===== src/hdl/rlpps_pkg.sv =====
// Types and constants of the prompt scheduler
package rlpps_pkg;

   // item operation codes
   localparam logic OP_REQUEST = 1'b0;
   localparam logic OP_TICK    = 1'b1;

   localparam logic [15:0] REPEAT_INTERVAL_RESET = 16'd1000;
   localparam logic [16:0] ELAPSED_MAX           = 17'h1FFFF;

   typedef enum logic [2:0] {
      STAT_RATE_LIMITED = 3'd0,
      STAT_STARTED      = 3'd1,
      STAT_PREEMPTED    = 3'd2,
      STAT_QUEUED       = 3'd3,
      STAT_QUEUE_FULL   = 3'd4,
      STAT_TICK_CONT    = 3'd5,
      STAT_TICK_NEXT    = 3'd6,
      STAT_TICK_IDLE    = 3'd7
   } status_type;

   typedef struct packed {
      logic [3:0]  kind;
      logic [3:0]  prio;
      logic [15:0] duration;
      logic [15:0] tag;
   } prompt_type;

endpackage


===== src/hdl/rate_limited_priority_prompt_scheduler.sv =====
// Rate-limited priority prompt scheduler, top level
//
// Schedules spoken prompts, one playing at a time. A request word (operation 0)
// carries kind, priority, duration and tag; kinds below LIMITED_KINDS are
// refused if the same kind was accepted less than csr_wr_data milliseconds ago
// (reset value 1000 ms, zero disables the limit). An idle block starts the
// prompt, a strictly higher priority preempts the playing one (which is
// discarded), otherwise the prompt waits in a FIFO_DEPTH-deep FIFO or is
// dropped when that is full. A tick word (operation 1) adds delta_ms to the
// 32-bit global time (wrapping) and to the playing prompt's elapsed time; once
// elapsed reaches the duration the FIFO head starts or the block goes idle.
// Every word gives exactly one result word. The decision is made in
// the cycle a word is accepted and the result word is registered, so it shows
// in the next cycle; a new word is taken every cycle, limited only by the result
// register, which frees when rsp_ready is high. The FIFO is a small memory
// with a registered head read, written and read in the same clock.
// The repeat interval may only be written while no word is in flight.
module rate_limited_priority_prompt_scheduler #(
   parameter int FIFO_DEPTH    = 4,
   parameter int LIMITED_KINDS = 8
) (
   input  logic        clock,
   input  logic        reset,
   // request channel
   input  logic        req_valid,
   output logic        req_ready,
   input  logic        req_operation,
   input  logic [3:0]  req_prompt_kind,
   input  logic [3:0]  req_prompt_priority,
   input  logic [15:0] req_prompt_duration_ms,
   input  logic [15:0] req_prompt_tag,
   input  logic [15:0] req_delta_ms,
   // response channel
   output logic        rsp_valid,
   input  logic        rsp_ready,
   output logic [2:0]  rsp_status,
   output logic        rsp_playing,
   output logic [3:0]  rsp_current_kind,
   output logic [3:0]  rsp_current_priority,
   output logic [15:0] rsp_current_tag,
   output logic [2:0]  rsp_waiting_count,
   // configuration
   input  logic        csr_wr_en,
   input  logic [15:0] csr_wr_data
);
   import rlpps_pkg::*;

   localparam int PTR_W  = (FIFO_DEPTH > 1) ? $clog2(FIFO_DEPTH) : 1;
   localparam int FILL_W = $clog2(FIFO_DEPTH + 1);
   localparam int KIND_W = (LIMITED_KINDS > 1) ? $clog2(LIMITED_KINDS) : 1;
   localparam logic [PTR_W-1:0]  PTR_LAST  = PTR_W'(FIFO_DEPTH - 1);
   localparam logic [FILL_W-1:0] FILL_FULL = FILL_W'(FIFO_DEPTH);
   localparam logic [4:0]        KIND_LIM  = 5'(LIMITED_KINDS);

   // configuration and time
   logic [15:0]              interval_ff;
   logic [31:0]              global_time_ff, global_time_in;

   // per-kind stamps; stamp only meaningful when its valid bit is set
   logic [31:0]              stamp_ff [LIMITED_KINDS];
   logic [LIMITED_KINDS-1:0] stamp_valid_ff;
   logic                     stamp_we;

   // playing prompt
   logic                     busy_ff, busy_in;
   prompt_type               active_ff, active_in;
   logic [16:0]              elapsed_ff, elapsed_in;

   // wait FIFO
   prompt_type               fifo_mem [FIFO_DEPTH];
   prompt_type               head_data_ff;
   logic [PTR_W-1:0]         head_ff, head_in, tail_ff, tail_in;
   logic [FILL_W-1:0]        fill_ff, fill_in;
   logic                     push, pop;

   // result register
   logic                     rsp_valid_ff;
   status_type               status_ff, status_in;
   logic                     playing_ff;
   logic [3:0]               cur_kind_ff, cur_prio_ff;
   logic [15:0]              cur_tag_ff;
   logic [2:0]               waiting_ff;

   // datapath
   logic                     accept;
   prompt_type               req_prompt;
   logic                     limited_kind;
   logic [KIND_W-1:0]        kind_idx;
   logic [31:0]              since_stamp;
   logic                     refused;
   logic [17:0]              elapsed_sum;
   logic [16:0]              elapsed_sat;
   logic                     prompt_done;

   function automatic logic [PTR_W-1:0] ptr_inc(input logic [PTR_W-1:0] ptr);
      ptr_inc = (ptr == PTR_LAST) ? '0 : ptr + PTR_W'(1);
   endfunction

   assign req_ready = !rsp_valid_ff || rsp_ready;
   assign accept    = req_valid && req_ready;

   assign req_prompt = '{kind:     req_prompt_kind,
                         prio:     req_prompt_priority,
                         duration: req_prompt_duration_ms,
                         tag:      req_prompt_tag};

   // rate limit check
   assign limited_kind = {1'b0, req_prompt_kind} < KIND_LIM;
   assign kind_idx     = req_prompt_kind[KIND_W-1:0];
   assign since_stamp  = global_time_ff - stamp_ff[kind_idx];
   assign refused      = limited_kind && stamp_valid_ff[kind_idx] &&
                         (since_stamp < {16'd0, interval_ff});

   // elapsed time, saturating at 17 bits
   assign elapsed_sum = {1'b0, elapsed_ff} + {2'b00, req_delta_ms};
   assign elapsed_sat = elapsed_sum[17] ? ELAPSED_MAX : elapsed_sum[16:0];
   assign prompt_done = elapsed_sat >= {1'b0, active_ff.duration};

   always_comb begin
      global_time_in = global_time_ff;
      busy_in        = busy_ff;
      active_in      = active_ff;
      elapsed_in     = elapsed_ff;
      stamp_we       = 1'b0;
      push           = 1'b0;
      pop            = 1'b0;
      status_in      = STAT_TICK_CONT;

      if (accept) begin
         if (req_operation == OP_TICK) begin
            global_time_in = global_time_ff + {16'd0, req_delta_ms};
            if (!busy_ff) begin
               status_in = STAT_TICK_CONT;
            end else if (!prompt_done) begin
               elapsed_in = elapsed_sat;
               status_in  = STAT_TICK_CONT;
            end else if (fill_ff != '0) begin
               pop        = 1'b1;
               active_in  = head_data_ff;
               elapsed_in = '0;
               status_in  = STAT_TICK_NEXT;
            end else begin
               busy_in    = 1'b0;
               active_in  = '0;
               elapsed_in = '0;
               status_in  = STAT_TICK_IDLE;
            end
         end else if (refused) begin
            status_in = STAT_RATE_LIMITED;
         end else begin
            stamp_we = limited_kind;
            if (!busy_ff) begin
               busy_in    = 1'b1;
               active_in  = req_prompt;
               elapsed_in = '0;
               status_in  = STAT_STARTED;
            end else if (req_prompt_priority > active_ff.prio) begin
               active_in  = req_prompt;
               elapsed_in = '0;
               status_in  = STAT_PREEMPTED;
            end else if (fill_ff != FILL_FULL) begin
               push      = 1'b1;
               status_in = STAT_QUEUED;
            end else begin
               status_in = STAT_QUEUE_FULL;
            end
         end
      end
   end

   assign head_in = pop  ? ptr_inc(head_ff) : head_ff;
   assign tail_in = push ? ptr_inc(tail_ff) : tail_ff;
   assign fill_in = fill_ff + FILL_W'(push) - FILL_W'(pop);

   // control state
   always_ff @(posedge clock) begin
      if (reset) begin
         interval_ff    <= REPEAT_INTERVAL_RESET;
         global_time_ff <= '0;
         stamp_valid_ff <= '0;
         busy_ff        <= 1'b0;
         active_ff      <= '0;
         elapsed_ff     <= '0;
         head_ff        <= '0;
         tail_ff        <= '0;
         fill_ff        <= '0;
         rsp_valid_ff   <= 1'b0;
      end else begin
         if (csr_wr_en) begin
            interval_ff <= csr_wr_data;
         end
         global_time_ff <= global_time_in;
         if (stamp_we) begin
            stamp_valid_ff[kind_idx] <= 1'b1;
         end
         busy_ff    <= busy_in;
         active_ff  <= active_in;
         elapsed_ff <= elapsed_in;
         head_ff    <= head_in;
         tail_ff    <= tail_in;
         fill_ff    <= fill_in;
         if (accept) begin
            rsp_valid_ff <= 1'b1;
         end else if (rsp_ready) begin
            rsp_valid_ff <= 1'b0;
         end
      end
   end

   // stamps, no reset
   always_ff @(posedge clock) begin
      if (stamp_we) begin
         stamp_ff[kind_idx] <= global_time_ff;
      end
   end

   // FIFO memory with registered head read; a push into an empty FIFO
   // lands on the head address and is forwarded
   always_ff @(posedge clock) begin
      if (push) begin
         fifo_mem[tail_ff] <= req_prompt;
      end
      if (push && (tail_ff == head_in)) begin
         head_data_ff <= req_prompt;
      end else begin
         head_data_ff <= fifo_mem[head_in];
      end
   end

   // result payload
   always_ff @(posedge clock) begin
      if (accept) begin
         status_ff   <= status_in;
         playing_ff  <= busy_in;
         cur_kind_ff <= active_in.kind;
         cur_prio_ff <= active_in.prio;
         cur_tag_ff  <= active_in.tag;
         waiting_ff  <= 3'(fill_in);
      end
   end

   assign rsp_valid            = rsp_valid_ff;
   assign rsp_status           = status_ff;
   assign rsp_playing          = playing_ff;
   assign rsp_current_kind     = cur_kind_ff;
   assign rsp_current_priority = cur_prio_ff;
   assign rsp_current_tag      = cur_tag_ff;
   assign rsp_waiting_count    = waiting_ff;

endmodule


===== config.mk =====
export PLATFORM = sky130hd
export DESIGN_NAME = rate_limited_priority_prompt_scheduler
export DESIGN_NICKNAME = d
export VERILOG_FILES = /design/src/hdl/rlpps_pkg.sv /design/src/hdl/rate_limited_priority_prompt_scheduler.sv
export SDC_FILE = /design/constraint.sdc
export NUM_CORES = 1
export LEC_CHECK = 0
export BUFFER_PORTS_ARGS = -buffer_cell sky130_fd_sc_hd__buf_2
export CORE_MARGIN = 2
export CORE_UTILIZATION = 45
export CTS_BUF_LIST = sky130_fd_sc_hd__clkbuf_4 sky130_fd_sc_hd__clkbuf_8
export DETAILED_ROUTE_END_ITERATION = 10
export PLACE_DENSITY = 0.69
export SKIP_LAST_GASP = 1
export SYNTH_ARGS = -nofsm -noshare
export SYNTH_HDL_FRONTEND = slang
export SYNTH_SLANG_ARGS = --single-unit

===== constraint.sdc =====
create_clock -name clock -period 8.2 [get_ports clock]
set_input_delay 0.82 -clock clock [delete_from_list [all_inputs] [get_ports clock]]
set_output_delay 0.82 -clock clock [all_outputs]
set_load 0.005 [all_outputs]

==> results of run 1 <==
-- cell usage in the layout, fill, tap and decap left out, drive strengths merged, types with 33 or more instances in the layout --
cell and count:
ha 107, nand2 109, a22oi 91, nor2b 33, mux2i 36, edfxtp 447
xnor2 35, o21ai 96, a211oi 43, nor2 118, clkbuf 135, a21oi 98
buf 147, and3 46, dfxtp 124, inv 109
-- layer usage --
layer,track usage [%],vias to the layer above
met5,0,-
li1,-,8528
met3,3.61,128
met4,8.20,2
met2,39.5,639
met1,28.7,9230
-- layout make-up --
type                    instances  area, um2
clock buffers                 135       1650
diodes                          3       7.51
multi-input cells            1328       9780
fillers                      4966      28800
flip-flops and latches        571      15900
repair buffers                147        906
well taps                     773        967
inverters                     105        394
clock inverters                34        253
-- worst min path at each step --
stage / cells after the start / start / slack, ns / endpoint
after CTS: 1 / req_prompt_duration_ms[2] / 0.31 / fifo_mem[3][18]
after global placement: 1 / stamp_valid_ff[7] / 0.44 / stamp_valid_ff[7]
after global routing: 1 / req_prompt_tag[14] / 0.33 / fifo_mem[3][14]
after floorplan: 1 / stamp_valid_ff[2] / 0.43 / stamp_valid_ff[2]
final: 1 / req_prompt_duration_ms[2] / 0.36 / fifo_mem[3][18]
after detailed placement: 1 / stamp_valid_ff[3] / 0.45 / stamp_valid_ff[3]
-- per-stage QoR --
stage	area (um2)	utilization [%]	setup slack, ns	instances
6_report	29900	50.9	1.34	3096
5_1_grt	29900	50.9	0.852	3095
4_1_cts	29900	50.9	1.44	3093
3_5_place_dp	28000	47.6	0.730	2924
3_3_place_gp	28000	47.6	0.900	2924
2_1_floorplan	26600	-	1.77	2132
-- kinds of logic after synthesis --
group | share of synthesized area [%]
AO/OA/AOI/OAI | 16.0
XOR/XNOR | 1.58
adder cells (fa/ha/maj) | 5.34
buffers and inverters | 3.50
flip-flops | 59.9
multiplexers | 3.99
AND/OR/NAND/NOR | 9.69
-- where the power goes --
part | internal [uW] | total [uW] | switching (uW)
logic | 283 | 734 | 450
registers | 3170 | 3210 | 42.9
clock network | 1370 | 2520 | 1160
-- Yosys cell counts (all sizes together), types with 13 or more instances --
master	number	area, um2
edfxtp	447	13400
mux2i	36	360
mux4	17	383
nand4	19	119
or3	18	113
a211oi	43	368
a211o	25	219
o21ai	96	488
a221oi	23	201
o211ai	16	120
nor2	118	443
and3	46	288
a221o	23	230
clkbuf	97	364
and2	17	106
nor3	24	120
xnor2	35	307
and4	13	114
a22o	19	166
nand2	109	409
inv	105	394
mux2	28	315
o221ai	17	149
nand3	29	145
a21oi	98	494
nor2b	33	206
o32ai	22	193
or2	20	125
dfxtp	124	2480
nor4	26	184
ha	107	1340
buf	31	171
xor2	13	114
a21o	30	225
o21a	16	121
a32oi	18	158
a22oi	91	683
-- state kept, by name (all words and copies together), names as in the netlist, 4 cells and up, named ones only --
signal and flops:
active_ff 40, rsp_current_tag 16, elapsed_ff 17, rsp_current_priority 4
global_time_ff 32, interval_ff 16, rsp_current_kind 4, stamp_ff 256
fifo_mem 160, stamp_valid_ff 8
==> flow_metrics.tcl, run 1 <==
set metrics [dict create \
    drt-pass1-iter-count 5 \
    die_y_um 247 \
    max-vdd-ir-drop_v 0.000155 \
    syn_area_per_cell_um2 12.5 \
    crit_slowest_cell "nor2_2" \
    r2r_end "fill_ff[2]" \
    core_um2 58700 \
    ys_seq_elements 571 \
    timing.fmax_mhz 146 \
    seq_area_frac_synth_pct 59.9 \
    grt_pass1_vias 18900 \
    crit_required_ns 8.78 \
    antenna_found_initial 3 \
    worstSetupStartpoint "req_prompt_kind[2]" \
    hp-class "primary input to flip-flop" \
    clock_sinks 571 \
    start_util_pct 45.2 \
    hold_buffers 0 \
    finalHoldViolations 0 \
    cp-end-kind "flip-flop" \
    syn-cell-area_um2 26600 \
    wl_mm 69.3 \
    power_density_nw_per_um2 217 \
    clk_pin_slew_ns 0.06 \
    drtAntennaViolNets 0 \
    cts_tree "done" \
    drc 0 \
    cts_resized 0 \
    avgRoutedWirePerCell_um 22.4 \
    vias 18500 \
    routed.top_layer "met5" \
    clk_latency_ns 0.70 \
    slew-limit-headroom_pct 24.8 \
    synth_edf_count 447 \
    drv_cap 0 \
    cp_num_cells 30 \
    grt_max_degree 82 \
    cts-root-buf "clkbuf_8" \
    setup_viol 0 \
    place_congestion 0.886 \
    status "finished, final reports clean" \
    period_share_pct 83.7 \
    drv_slew 0 \
    die_area_um2 61000 \
    post-route-min-period_ns 6.86 \
    cts_buffers 93 \
    dp_hpwl_mm 45.2 \
    rows 89 \
    crit_top_cell "ha_1" \
    path_buf_inv 4 \
    critical-path-max-stage-delay_ns 0.76 \
    drt_iter0_drc 1547 \
    hold_slack_ns 0.359 \
    io_pins 111 \
    critPathTopFamily "compound AO/OA/AOI/OAI gates" \
    critical_path_class "primary input to flip-flop" \
    yosys_warnings 0 \
    reg2reg_slack_ns 1.78 \
    worstSetupStartpointType "primary input" \
    cts-htree-levels 3 \
    crit_arrival_ns 7.44 \
    setup_tns_ns 0 \
    synthFlopType "edfxtp_1" \
    synthArstFlopShare_pct 0 \
    drive_gt1_share_pct 17.6 \
    p_leak_uw 0.0106 \
    tightest_slew_ns 1.13 \
    grt_pass1_wl_mm 107 \
    crit_fanout 20 \
    synth_nets 2321 \
    met3_length_mm 3.78 \
    vias_per_cell 5.98 \
    fin_total_pwr_uw 6470 \
    wl_met2_mm 34.8 \
    die_w_um 247 \
    fin_nets 2435 \
    rsz0062_at_grt "no" \
    crit_end "fill_ff[2]" \
    overflow 0 \
    reg2reg_depth 27 \
    port_buffers 110 \
    wl_met1_mm 28.9 \
    cts_buffer_depth 3 \
    gr-usage-all-layers_pct 22.7 \
    cts_setup_buffers 0 \
    area_growth_pct 12.5 \
    postSynthCellCount 2132 \
    clock_skew_ns 0.0312 \
    ys_types 79 \
    reg2reg_from "elapsed_ff[10]" \
]
Power figures use the tool's default switching activity.
==> run 2: changes to the inputs <==
Clock period 8.2 ns to 7.2 ns, I/O delays scaled along.
==> flow_metrics.tcl, run 2 (synthesis gave the netlist of run 1 again) <==
set metrics [dict create \
    power_density_nw_per_um2 247 \
    crit_top_cell "ha_1" \
    wl_mm 69.2 \
    die_w_um 247 \
    max-vdd-ir-drop_v 0.000196 \
    post-route-min-period_ns 6.42 \
    die_y_um 247 \
    fill_cells 4898 \
    drt-pass1-iter-count 5 \
    crit_required_ns 7.79 \
    setup_tns_ns 0 \
    die_area_um2 61000 \
    power_switching_uw 1890 \
    hp-class "primary input to flip-flop" \
    grt_pass1_wl_mm 107 \
    crit_arrival_ns 7.01 \
    setup_viol 0 \
    hold_buffers 0 \
    io_pins 111 \
    clock_skew_ns 0.0345 \
    drv_cap 0 \
    tightest_slew_ns 1.06 \
    cts_buffers 92 \
    vias 18500 \
    port_buffers 110 \
    timing.fmax_mhz 156 \
    place_inst 2948 \
    path_buf_inv 5 \
    top_register "stamp_ff" \
    core_um2 58700 \
    cts_tree "done" \
    pwr-share-comb_pct 11.7 \
    cp_num_cells 31 \
    intPower_uw 5530 \
    cts_resized 0 \
    reg2reg_depth 28 \
    overflow 0 \
    place_congestion 0.892 \
    avgRoutedWirePerCell_um 22.2 \
    period_share_pct 89.2 \
    gr-usage-all-layers_pct 22.7 \
    hold_end "fifo_mem[3][22]" \
    crit_slowest_cell "and3_1" \
    p_clk_share_pct 39.1 \
    cts-root-buf "clkbuf_8" \
    finalHoldViolations 0 \
    r2r_end "fill_ff[2]" \
    cts_setup_buffers 0 \
    rsz0062_at_grt "no" \
    area_growth_pct 13.2 \
    rows 89 \
    sw_frac_of_total_pct 25.4 \
    clock_sinks 571 \
    cp-end-kind "flip-flop" \
    status "finished, final reports clean" \
    dp_hpwl_mm 45.7 \
    drtAntennaViolNets 0 \
    crit_fanout 10 \
    min_from "req_prompt_duration_ms[6]" \
    antenna_found_initial 5 \
    slew-limit-headroom_pct 28.3 \
    reg2reg_slack_ns 1.18 \
    layout_common_cells "447 x edfxtp_1, 122 x dfxtp_1, 117 x nor2_1" \
    hold_depth 1 \
    drive_gt1_share_pct 18.4 \
    grt_pass1_vias 18900 \
    start_util_pct 45.2 \
    reg2reg_from "stamp_ff[7][12]" \
    largest_reg_flops 256 \
    hold_slack_ns 0.275 \
    critPathTopFamily "compound AO/OA/AOI/OAI gates" \
    p_seq_share_pct 49.2 \
    drt_iter0_drc 1469 \
    grt_max_degree 75 \
    worstSetupStartpointType "primary input" \
    fin_cells 3123 \
    top_regs "stamp_ff: 256 flops, fifo_mem: 160 flops, active_ff: 40 flops" \
    final_common_cell "edfxtp_1" \
    cts-htree-levels 3 \
    clk_pin_slew_ns 0.06 \
    vias_per_cell 5.93 \
    fin_nets 2458 \
    drv_slew 0 \
    p_leak_uw 0.0108 \
    critical-path-max-stage-delay_ns 0.52 \
    drc 0 \
    clk_latency_ns 0.70 \
    cts_buffer_depth 3 \
    critical_path_class "primary input to flip-flop" \
]
run 2: worst max-delay path by stage:
stage          slack [ns]              to               start
2_1_floorplan        0.87  fifo_mem[3][0]  req_prompt_kind[1]
3_3_place_gp         0.31      fill_ff[2]  req_prompt_kind[2]
3_5_place_dp         0.11      fill_ff[2]  req_prompt_kind[1]
4_1_cts              0.83      fill_ff[2]  req_prompt_kind[1]
5_1_grt              0.26      fill_ff[2]  req_prompt_kind[1]
6_report             0.78      fill_ff[2]  req_prompt_kind[1]
run 2: area by class of cell:
type                            count  area [um2]  share of cell area (%)
Sequential cell                   571       15900                    52.9
Multi-Input combinational cell   1328        9780                    32.5
Clock buffer                      130        1580                    5.24
Timing Repair Buffer              171        1090                    3.61
Tap cell                          773         967                    3.22
Inverter                          105         394                    1.31
Clock inverter                     44         348                    1.16
Antenna cell                        1        2.50                 0.00832
run 2: routing by layer:
metal / track usage, % / up-vias / part of all wire, %
li1: - / 8566 / -
met1: 29.0 / 9248 / 42
met2: 39.1 / 601 / 50
met3: 3.59 / 105 / 5.5
met4: 7.58 / 2 / 2.2
met5: 0 / - / 0.019
run 2: power by group through the flow:
stage	registers (uW)	clock network, uW	logic (uW)
after floorplan	3710	0	574
after CTS	3650	2940	863
final	3650	2900	864
after global placement	3720	0	831
after detailed placement	3720	0	855
after global routing	3650	3080	957
run 2: metrics by stage:
| step | util [%] | power [uW] | setup slack (ns) | area (um2) |
|---|---|---|---|---|
| floorplan | - | 4290 | 0.866 | 26600 |
| global placement | 47.9 | 4550 | 0.310 | 28100 |
| detailed placement | 47.9 | 4570 | 0.112 | 28100 |
| CTS | 51.2 | 7460 | 0.831 | 30100 |
| global route | 51.2 | 7690 | 0.256 | 30100 |
| finish | 51.2 | 7410 | 0.781 | 30100 |
==> run 3: changes to the inputs <==
Settings changed: CORE_MARGIN 2 to 10.
Clock period 7.2 ns to 7.97 ns, I/O delays scaled along.
==> flow_metrics.tcl, run 3 (synthesis gave the netlist of run 1 again) <==
set metrics [dict create \
    drc 0 \
    crit_top_cell "ha_1" \
    drt_iter0_drc 1578 \
    grt_max_degree 67 \
    path_buf_inv 4 \
    min_from "csr_wr_data[8]" \
    cp-end-kind "flip-flop" \
    rsz0062_at_grt "no" \
    worstSetupStartpointType "primary input" \
    cts-root-buf "clkbuf_8" \
    r2r_end "active_ff[32]" \
    crit_required_ns 8.57 \
    hold_buffers 0 \
    reg2reg_depth 22 \
    cts_tree "done" \
    hold_end "interval_ff[8]" \
    setup_tns_ns 0 \
    final_common_cell "edfxtp_1" \
    reg2reg_slack_ns 2.01 \
    start_util_pct 45.8 \
    overflow 0 \
    status "finished, final reports clean" \
    timing.fmax_mhz 149 \
    grt_pass1_vias 18800 \
    vias_per_cell 5.96 \
    max-vdd-ir-drop_v 0.000164 \
    slew-limit-headroom_pct 17.8 \
    top_regs "stamp_ff: 256 flops, fifo_mem: 160 flops, active_ff: 40 flops" \
    port_buffers 110 \
    antenna_found_initial 5 \
    hp-class "primary input to flip-flop" \
    drv_cap 0 \
    finalHoldViolations 0 \
    hold_slack_ns 0.332 \
    cts_buffers 91 \
    drt-pass1-iter-count 7 \
    gr-usage-all-layers_pct 19.2 \
    reg2reg_from "elapsed_ff[1]" \
    drive_gt1_share_pct 17.7 \
    critical-path-max-stage-delay_ns 0.95 \
    clk_pin_slew_ns 0.06 \
    die_y_um 263 \
    clk_latency_ns 0.71 \
    critPathTopFamily "compound AO/OA/AOI/OAI gates" \
    finish.utilization_pct 51.5 \
    power_density_nw_per_um2 226 \
    top_register "stamp_ff" \
    placed_cell_area_um2 27900 \
    layout_common_cells "447 x edfxtp_1, 122 x dfxtp_1, 117 x nor2_1" \
    final_cell_area_um2 29900 \
    largest_reg_flops 256 \
    cts_resized 0 \
    crit_slowest_cell "and3_1" \
    die_area_um2 69100 \
    setup_viol 0 \
    avgRoutedWirePerCell_um 22.3 \
    drtAntennaViolNets 0 \
    crit_arrival_ns 7.33 \
    die_w_um 263 \
    rows 88 \
    clock_sinks 571 \
    grt_pass1_wl_mm 106 \
    hold_depth 3 \
    crit_fanout 21 \
    cts_buffer_depth 3 \
    clock_skew_ns 0.0476 \
    critical_path_class "primary input to flip-flop" \
    dp_hpwl_mm 44.4 \
    core_um2 58000 \
    drv_slew 0 \
    period_share_pct 84.5 \
    fin_nets 2433 \
    place_congestion 0.884 \
    tightest_slew_ns 1.23 \
    post-route-min-period_ns 6.73 \
    area_growth_pct 12.5 \
    io_pins 111 \
    cts_setup_buffers 0 \
    cts-htree-levels 3 \
    p_leak_uw 0.0107 \
    wl_mm 69.0 \
    vias 18400 \
]
-- run 3: worst max-delay path by stage --
stage	start	endpoint	slack, ns	cells past startpoint
finish	req_prompt_kind[2]	fill_ff[2]	1.24	29
global route	req_prompt_kind[2]	fill_ff[2]	0.69	29
CTS	req_prompt_kind[2]	fill_ff[2]	1.35	29
detailed placement	req_prompt_kind[2]	fill_ff[2]	0.59	29
global placement	req_prompt_kind[2]	rsp_waiting_count[2]	0.75	28
floorplan	req_prompt_kind[1]	fifo_mem[3][0]	1.56	25
-- run 3: per-layer routing --
layer  vias to the layer above  share of wire (%)  global-route usage, %
met2                       635                 50                   33.1
met4                         2                2.9                   7.64
li1                       8504                  -                      -
met5                         -              0.019                      0
met1                      9116                 41                   23.4
met3                       146                5.7                   3.63
-- run 3: final cells by class --
class                   instances  area (um2)
clock inverters                35         350
flip-flops and latches        571       15900
multi-input cells            1328        9780
inverters                     105         394
diodes                          3        7.51
clock buffers                 135        1650
well taps                     765         957
repair buffers                147         831
fillers                      4902       28100
-- run 3: power breakdown --
group	switching [uW]	internal (uW)	leakage, uW
registers	45.3	3260	0.00492
clock network	1170	1530	0.00105
logic	454	292	0.00468
-- run 3: stage by stage --
| stage | setup slack, ns | std cells | power [uW] |
|---|---|---|---|
| 2_1_floorplan | 1.56 | 2132 | 3870 |
| 3_3_place_gp | 0.751 | 2916 | 4080 |
| 3_5_place_dp | 0.594 | 2916 | 4110 |
| 4_1_cts | 1.35 | 3086 | 6800 |
| 5_1_grt | 0.689 | 3088 | 7030 |
| 6_report | 1.24 | 3089 | 6760 |
-- run 3: worst register-to-register path: stages (launching register included) --
cell       delay (ns)
dfxtp_1          0.39
ha_1             0.26
a21o_1           0.16
a21o_1           0.22
a2111oi_1        0.64
o211ai_1         0.24
and3_1           0.25
nor2_1           0.11
nor2_1           0.11
buf_4            0.19
nor2_1           0.25
inv_1            0.09
ha_1             0.29
and4_1           0.22
nand3_1          0.07
o21ai_0          0.14
o21ai_0          0.12
and3_1           0.20
a21oi_1          0.13
buf_4            0.30
nand3_1          0.91
o22ai_1          0.52
a211o_1          0.13
